[src/nat_translation_table_assert.svh]
`ifndef NAT_TRANSLATION_TABLE_ASSERT_SVH
`define NAT_TRANSLATION_TABLE_ASSERT_SVH

// same-cycle implication, checked out of reset
`define NTT_ASSERT_NOW(lbl, ante, cons, msg) \
    lbl: assert property (@(posedge i_clk) disable iff (!i_rst_n) (ante) |-> (cons)) \
        else $error(msg);

// next-cycle implication, checked out of reset
`define NTT_ASSERT_NEXT(lbl, ante, cons, msg) \
    lbl: assert property (@(posedge i_clk) disable iff (!i_rst_n) (ante) |=> (cons)) \
        else $error(msg);

`endif

[src/ntt_pkg.sv]
package ntt_pkg;

    localparam int unsigned ENTRY_COUNT_W = 5;

    localparam logic [1:0] OP_INSERT = 2'd0;
    localparam logic [1:0] OP_LOOKUP = 2'd1;
    localparam logic [1:0] OP_DELETE = 2'd2;
    localparam logic [1:0] OP_REMOVE = 2'd3;

    typedef struct packed {
        logic [31:0] wan_ip;
        logic [15:0] wan_port;
        logic [31:0] lan_ip;
        logic [15:0] lan_port;
    } t_pair;

    typedef struct packed {
        logic cmp_en;
        logic match_all;
        logic ins;
        logic del;
    } t_cell_ctl;

endpackage

[src/ntt_cell.sv]
module ntt_cell (
    input  logic              i_clk,
    input  logic              i_rst_n,
    input  ntt_pkg::t_cell_ctl i_ctl,
    input  logic [31:0]       i_key_ip,
    input  logic [15:0]       i_key_port,
    input  ntt_pkg::t_pair    i_prev_pair,
    input  logic              i_prev_valid,
    input  ntt_pkg::t_pair    i_next_pair,
    input  logic              i_next_valid,
    input  logic              i_seen,
    input  ntt_pkg::t_pair    i_hit,
    output ntt_pkg::t_pair    o_pair,
    output logic              o_valid,
    output logic              o_seen,
    output ntt_pkg::t_pair    o_hit
);
    import ntt_pkg::*;

    t_pair r_pair;
    logic  r_valid;
    logic  r_match;
    logic  w_wan_hit;
    logic  w_lan_hit;
    logic  w_sel;

    assign w_wan_hit = (r_pair.wan_ip == i_key_ip) && (r_pair.wan_port == i_key_port);
    assign w_lan_hit = (r_pair.lan_ip == i_key_ip) && (r_pair.lan_port == i_key_port);

    // newest match wins: nothing matched in any newer cell
    assign w_sel  = r_match && !i_seen;
    assign o_seen = i_seen || r_match;
    assign o_hit  = t_pair'(i_hit | (w_sel ? r_pair : t_pair'('0)));

    assign o_pair  = r_pair;
    assign o_valid = r_valid;

    always_ff @(posedge i_clk) begin
        if (!i_rst_n) begin
            r_valid <= 1'b0;
            r_match <= 1'b0;
        end else begin
            if (i_ctl.cmp_en) begin
                r_match <= r_valid && (i_ctl.match_all || w_wan_hit || w_lan_hit);
            end
            if (i_ctl.ins) begin
                r_valid <= i_prev_valid;
            end else if (i_ctl.del && o_seen) begin
                r_valid <= i_next_valid;
            end
        end
    end

    // shift toward the tail on insert, close the gap on delete
    always_ff @(posedge i_clk) begin
        if (i_ctl.ins) begin
            r_pair <= i_prev_pair;
        end else if (i_ctl.del && o_seen) begin
            r_pair <= i_next_pair;
        end
    end

    `include "nat_translation_table_assert.svh"

    `NTT_ASSERT_NEXT(a_cell_hole, i_ctl.ins && !i_prev_valid, !r_valid,
        "cell valid after empty shift")

endmodule

[src/nat_translation_table.sv]
// NAT mapping table of WAN/LAN address-port pairs held newest first in a row
// of TABLE_DEPTH cells. A request is registered on acceptance, every cell
// compares the key against its WAN and LAN sides in the next cycle, and in
// the update state the newest match is picked through the cell chain, the
// cells shift (insert) or close the gap (delete, remove newest) and the
// response is loaded. The next request is accepted in the cycle after that,
// even while the response still waits to be taken; a response that is not
// taken holds the update state. Insert into a full table is refused with the
// rejected flag; lookup, delete and remove return the entry found (all zero
// when nothing is found) and the entry count.
module nat_translation_table #(
    parameter int unsigned TABLE_DEPTH = 16
) (
    input  logic        i_clk,
    input  logic        i_rst_n,
    input  logic        i_req_valid,
    output logic        o_req_ready,
    input  logic [1:0]  i_opcode,
    input  logic [31:0] i_key_ip,
    input  logic [15:0] i_key_port,
    input  logic [31:0] i_wan_ip,
    input  logic [15:0] i_wan_port,
    input  logic [31:0] i_lan_ip,
    input  logic [15:0] i_lan_port,
    output logic        o_rsp_valid,
    input  logic        i_rsp_ready,
    output logic        o_found,
    output logic        o_rejected,
    output logic [31:0] o_hit_wan_ip,
    output logic [15:0] o_hit_wan_port,
    output logic [31:0] o_hit_lan_ip,
    output logic [15:0] o_hit_lan_port,
    output logic [ntt_pkg::ENTRY_COUNT_W-1:0] o_entry_count
);
    import ntt_pkg::*;

    localparam int unsigned CNT_W = $clog2(TABLE_DEPTH + 1);

    typedef enum logic [2:0] {
        S_IDLE = 3'b001,
        S_CMP  = 3'b010,
        S_UPD  = 3'b100
    } t_state;

    t_state r_state, n_state;

    logic [1:0]  r_op;
    logic [31:0] r_key_ip;
    logic [15:0] r_key_port;
    t_pair       r_ins_pair;

    logic [CNT_W-1:0] r_count, n_count;

    logic                     r_rsp_valid;
    logic                     r_found;
    logic                     r_rejected;
    t_pair                    r_hit;
    logic [ENTRY_COUNT_W-1:0] r_rsp_count;

    t_cell_ctl w_ctl;
    t_pair     w_pair [TABLE_DEPTH];
    logic [TABLE_DEPTH-1:0] w_valid;
    logic      w_seen [TABLE_DEPTH+1];
    t_pair     w_hit  [TABLE_DEPTH+1];

    logic w_accept;
    logic w_commit;
    logic w_full;
    logic w_is_ins;
    logic w_is_del;
    logic w_found;

    assign o_req_ready = (r_state == S_IDLE);
    assign w_accept    = i_req_valid && o_req_ready;
    assign w_commit    = (r_state == S_UPD) && (!r_rsp_valid || i_rsp_ready);
    assign w_full      = (r_count == CNT_W'(TABLE_DEPTH));
    assign w_is_ins    = (r_op == OP_INSERT);
    assign w_is_del    = (r_op == OP_DELETE) || (r_op == OP_REMOVE);
    assign w_found     = !w_is_ins && w_seen[TABLE_DEPTH];

    always_comb begin
        w_ctl.cmp_en    = (r_state == S_CMP);
        w_ctl.match_all = (r_op == OP_REMOVE);
        w_ctl.ins       = w_commit && w_is_ins && !w_full;
        w_ctl.del       = w_commit && w_is_del;
    end

    assign w_seen[0] = 1'b0;
    assign w_hit[0]  = t_pair'('0);

    for (genvar g = 0; g < TABLE_DEPTH; g++) begin : g_cell
        t_pair w_prev_pair;
        logic  w_prev_valid;
        t_pair w_next_pair;
        logic  w_next_valid;

        if (g == 0) begin : g_head
            assign w_prev_pair  = r_ins_pair;
            assign w_prev_valid = 1'b1;
        end else begin : g_mid
            assign w_prev_pair  = w_pair[g-1];
            assign w_prev_valid = w_valid[g-1];
        end

        if (g == TABLE_DEPTH - 1) begin : g_tail
            assign w_next_pair  = t_pair'('0);
            assign w_next_valid = 1'b0;
        end else begin : g_body
            assign w_next_pair  = w_pair[g+1];
            assign w_next_valid = w_valid[g+1];
        end

        ntt_cell u_cell (
            .i_clk        (i_clk),
            .i_rst_n      (i_rst_n),
            .i_ctl        (w_ctl),
            .i_key_ip     (r_key_ip),
            .i_key_port   (r_key_port),
            .i_prev_pair  (w_prev_pair),
            .i_prev_valid (w_prev_valid),
            .i_next_pair  (w_next_pair),
            .i_next_valid (w_next_valid),
            .i_seen       (w_seen[g]),
            .i_hit        (w_hit[g]),
            .o_pair       (w_pair[g]),
            .o_valid      (w_valid[g]),
            .o_seen       (w_seen[g+1]),
            .o_hit        (w_hit[g+1])
        );
    end

    always_comb begin
        n_state = r_state;
        unique case (r_state)
            S_IDLE: begin
                if (w_accept) begin
                    n_state = S_CMP;
                end
            end
            S_CMP: begin
                n_state = S_UPD;
            end
            S_UPD: begin
                if (w_commit) begin
                    n_state = S_IDLE;
                end
            end
            default: begin
                n_state = S_IDLE;
            end
        endcase
    end

    always_comb begin
        n_count = r_count;
        if (w_ctl.ins) begin
            n_count = r_count + CNT_W'(1);
        end else if (w_ctl.del && w_found) begin
            n_count = r_count - CNT_W'(1);
        end
    end

    always_ff @(posedge i_clk) begin
        if (!i_rst_n) begin
            r_state     <= S_IDLE;
            r_count     <= '0;
            r_rsp_valid <= 1'b0;
        end else begin
            r_state <= n_state;
            r_count <= n_count;
            if (w_commit) begin
                r_rsp_valid <= 1'b1;
            end else if (i_rsp_ready) begin
                r_rsp_valid <= 1'b0;
            end
        end
    end

    always_ff @(posedge i_clk) begin
        if (w_accept) begin
            r_op       <= i_opcode;
            r_key_ip   <= i_key_ip;
            r_key_port <= i_key_port;
            r_ins_pair <= '{wan_ip: i_wan_ip, wan_port: i_wan_port,
                            lan_ip: i_lan_ip, lan_port: i_lan_port};
        end
        if (w_commit) begin
            r_found     <= w_found;
            r_rejected  <= w_is_ins && w_full;
            r_hit       <= w_found ? w_hit[TABLE_DEPTH] : t_pair'('0);
            r_rsp_count <= ENTRY_COUNT_W'(n_count);
        end
    end

    assign o_rsp_valid    = r_rsp_valid;
    assign o_found        = r_found;
    assign o_rejected     = r_rejected;
    assign o_hit_wan_ip   = r_hit.wan_ip;
    assign o_hit_wan_port = r_hit.wan_port;
    assign o_hit_lan_ip   = r_hit.lan_ip;
    assign o_hit_lan_port = r_hit.lan_port;
    assign o_entry_count  = r_rsp_count;

    `include "nat_translation_table_assert.svh"

    `NTT_ASSERT_NOW(a_count_max, 1'b1, r_count <= CNT_W'(TABLE_DEPTH), "count above depth")
    `NTT_ASSERT_NOW(a_valid_count, 1'b1, $countones(w_valid) == int'(r_count),
        "valid cells disagree with count")
    `NTT_ASSERT_NOW(a_rsp_flags, o_rsp_valid, !(o_found && o_rejected),
        "found and rejected together")
    `NTT_ASSERT_NEXT(a_del_count, w_ctl.del && w_found, r_count == $past(r_count) - CNT_W'(1),
        "count not reduced after delete")

endmodule

[config.mk]
export PLATFORM = sky130hd
export DESIGN_NAME = nat_translation_table
export DESIGN_NICKNAME = d
export VERILOG_FILES = /design/src/ntt_pkg.sv /design/src/ntt_cell.sv /design/src/nat_translation_table.sv
export VERILOG_INCLUDE_DIRS = /design/src /design/src/src
export SDC_FILE = /design/constraint.sdc
export NUM_CORES = 2
export LEC_CHECK = 0
export BUFFER_PORTS_ARGS = -buffer_cell sky130_fd_sc_hd__buf_2
export CAP_MARGIN = 20
export CORE_MARGIN = 2
export CORE_UTILIZATION = 40
export DETAILED_ROUTE_END_ITERATION = 12
export REMOVE_ABC_BUFFERS = 1
export SYNTH_ARGS = -nofsm -noshare
export SYNTH_HDL_FRONTEND = slang
export SYNTH_SLANG_ARGS = --single-unit
[constraint.sdc]
create_clock -name i_clk -period 10.2 [get_ports i_clk]
set_clock_uncertainty 0.2 [all_clocks]
set_input_delay 2.55 -clock i_clk [delete_from_list [all_inputs] [get_ports i_clk]]
set_output_delay 2.55 -clock i_clk [all_outputs]
set_load 0.05 [all_outputs]
==> impl_metrics.json <==
{
  "nets": 10900,
  "whs_path_depth": 2,
  "r2r-end": "o_hit_wan_ip[30]$_SDFFCE_PN0P_",
  "synth-main-ff-cell": "edfxtp_1",
  "hold_viol": 0,
  "ys_seq_area_frac": 0.531,
  "r2r_cells": 6,
  "htreeDepth": 4,
  "crit_fanout": 153,
  "yosys-top-cells-count": "nand2_1 (4627), edfxtp_1 (1785), xnor2_1 (1537)",
  "io_buffer_count": 254,
  "async_flop_share": 0,
  "p_leak_nw": 40.1,
  "synth_area_um2": 102000,
  "reg2reg_setup_slack_ns": 4.97,
  "p_total_w": 0.0172,
  "grt_max_degree": 202,
  "antenna_found_initial": 18,
  "clock-sinks": 1826,
  "die_x_um": 510,
  "holdPathEnd": "g_cell[0].u_cell.o_pair[80]$_DFFE_PP_",
  "grt_pass1_wl_um": 680000,
  "yosys-top-cells-area": "edfxtp_1 (52%), nand2_1 (17%), xnor2_1 (13%)",
  "cts_tree": "yes",
  "grt_overflow": 0,
  "clkLatencyLatePin_ns": 0.93,
  "wirelength_um": 497000,
  "post-dp-hpwl_um": 353000,
  "cp.required_ns": 10.75,
  "post-synth-top-area-fraction": 0.523,
  "synth-edff-count": 1785,
  "synth.largest_area_cell": "edfxtp_1",
  "yosysMostFrequentCell": "nand2_1",
  "die_h_um": 510,
  "ys.warnings.count": 0,
  "gr-usage-all-layers": 0.371,
  "antenna_left": 0,
  "routed-via-count": 89400,
  "start_util": 0.403,
  "ctsHoldBuffers": 0,
  "whs_ns": 0.270,
  "wl_per_cell_um": 34.8,
  "drc_errors": 0,
  "slew_headroom": 0.0390,
  "dieArea_um2": 260000,
  "rsz0062_at_grt": "no",
  "cts_buffers": 221,
  "rows": 185,
  "core-area_um2": 254000,
  "tns_ns": 0,
  "layout-drive-gt1-share": 0.0768,
  "post_cts_buffers": 0,
  "timing.final.crit_share": 0.536,
  "worst_hold_path_type": "register to register",
  "min_from": "g_cell[0].w_prev_pair[80]$_DFFE_PP_",
  "status": "completed",
  "area_delta_synth_final_pct": 11.1,
  "ir_drop_mv": 0.133,
  "gp_congestion": 1.02,
  "finalCriticalPeriod_ns": 5.47,
  "grt_pass1_vias": 84600,
  "pin_count": 255,
  "r2r-start": "g_cell[8].u_cell.r_match$_SDFFE_PN0N_",
  "max_freq_ghz": 0.183,
  "cts_buffer_depth": 4,
  "critPathLaunchType": "input pin",
  "drt-initial-drc-count": 14700,
  "crit_arrival_ns": 6.02,
  "endpoint_kind": "register",
  "cap_violations": 0,
  "worstMarginPinSlew_ns": 1.44,
  "fin_util": 0.448,
  "clkSlewWorstSetupHoldPaths_ns": 0.06,
  "maxSlewViolCount": 0,
  "critPathKind": "input pin to register",
  "ys_ff_latch": 1826,
  "synth.distinct_cells": 60,
  "syn-instance-count": 10800,
  "powerDensity_nw_per_um2": 151,
  "cts_resized": 0,
  "n_fill_cell": 24700,
  "clock-root-buffer": "clkbuf_16",
  "setup_viol": 0,
  "firstDrtPassIters": 6,
  "syn_area_per_cell_um2": 9.45,
  "vias_per_cell": 6.26
}
worst max-delay path, stage by stage:
cell      delay, ns
buf_2          0.09
nand2b_1       0.26
nand4_1        0.22
buf_4          0.73
buf_4          0.94
buf_12         0.52
nand2_1        0.18
nand2_1        0.10
cell usage in the layout, fill, tap and decap left out, drive strengths merged, types with 21 or more instances in the layout:
master / count
a21oi: 117
a221oi: 234
a22o: 67
a22oi: 288
a31oi: 83
a32oi: 42
and2: 102
buf: 463
clkbuf: 276
clkinv: 88
dfxtp: 41
edfxtp: 1785
nand2: 4627
nand3: 21
nand4: 433
nor2: 54
nor2b: 105
nor3: 100
nor4: 68
o21ai: 136
o221ai: 71
xnor2: 1537
power by group:
part           switching, W  internal (W)
Combinational      0.000733      0.000310
Sequential        0.0000250       0.00817
Clock               0.00341       0.00458
worst max-delay path by stage:
stage / startpoint / end
finish: i_rsp_ready / g_cell[0].u_cell.o_pair[55]$_DFFE_PP_
global route: i_rsp_ready / g_cell[0].u_cell.o_pair[55]$_DFFE_PP_
CTS: i_rsp_ready / g_cell[0].u_cell.o_pair[55]$_DFFE_PP_
detailed placement: i_rsp_ready / g_cell[0].u_cell.o_pair[55]$_DFFE_PP_
global placement: i_rsp_ready / g_cell[2].u_cell.o_pair[73]$_DFFE_PP_
floorplan: i_rsp_ready / g_cell[8].u_cell.o_valid$_SDFFE_PN0P_
cells by family (layout without fill, tap and decap cells):
logic type / Yosys count / after routing / share of synthesized area
AOI/OAI and AO/OA: 1116 / 1116 / 0.0805
xor gates and xnor gates: 1537 / 1537 / 0.131
adders and majority gates: 2 / 2 / 0.000244
buffers and inverters: 810 / 866 / 0.0319
DFF: 1826 / 1826 / 0.531
muxes: 9 / 9 / 0.000891
other: 0 / 4 / 0
and+or+nand+nor: 5549 / 5549 / 0.224
stage by stage:
stage          setup slack [ns]  cell area (µm²)  instances
2_1_floorplan            -73.60            99200      10000
3_3_place_gp               4.13           107000      13900
3_5_place_dp               4.07           107000      13900
4_1_cts                    4.99           114000      14300
5_1_grt                    4.65           114000      14300
6_report                   4.73           114000      14300
area by class of cell:
| cell class | count | area [µm²] | share of cell area |
|---|---|---|---|
| Antenna cell | 4 | 10.0 | 0.0000879 |
| Clock buffer | 276 | 5950 | 0.0523 |
| Clock inverter | 119 | 1070 | 0.00940 |
| Inverter | 8 | 30.0 | 0.000264 |
| Multi-Input combinational cell | 8213 | 45100 | 0.396 |
| Sequential cell | 1826 | 54400 | 0.478 |
| Tap cell | 3366 | 4210 | 0.0370 |
| Timing Repair Buffer | 463 | 3050 | 0.0268 |
metal layers:
metal / global-route usage / part of all wire / routed length (µm) / up-vias
met5: 0 / 0.000054 / 27 / -
met4: 0.260 / 0.087 / 43300 / 4
met3: 0.0827 / 0.11 / 55700 / 1357
met2: 0.575 / 0.44 / 221000 / 6453
met1: 0.459 / 0.36 / 178000 / 44500
li1: - / - / - / 37200
flip-flops by register name, summed over array words and instances, names as in the netlist, 2 cells and up:
signal                 cells
r_op                       2
r_state                    3
g_cell.u_cell.o_pair    1536
g_cell.u_cell.r_match     16
o_hit_lan_ip              32
o_hit_wan_port            16
o_hit_wan_ip              32
g_cell.w_prev_pair        96
o_hit_lan_port            16
g_cell.u_cell.o_valid     16
r_count                    5
r_key_port                16
o_entry_count              5
r_key_ip                  32
(Power assumes the default switching activity.)
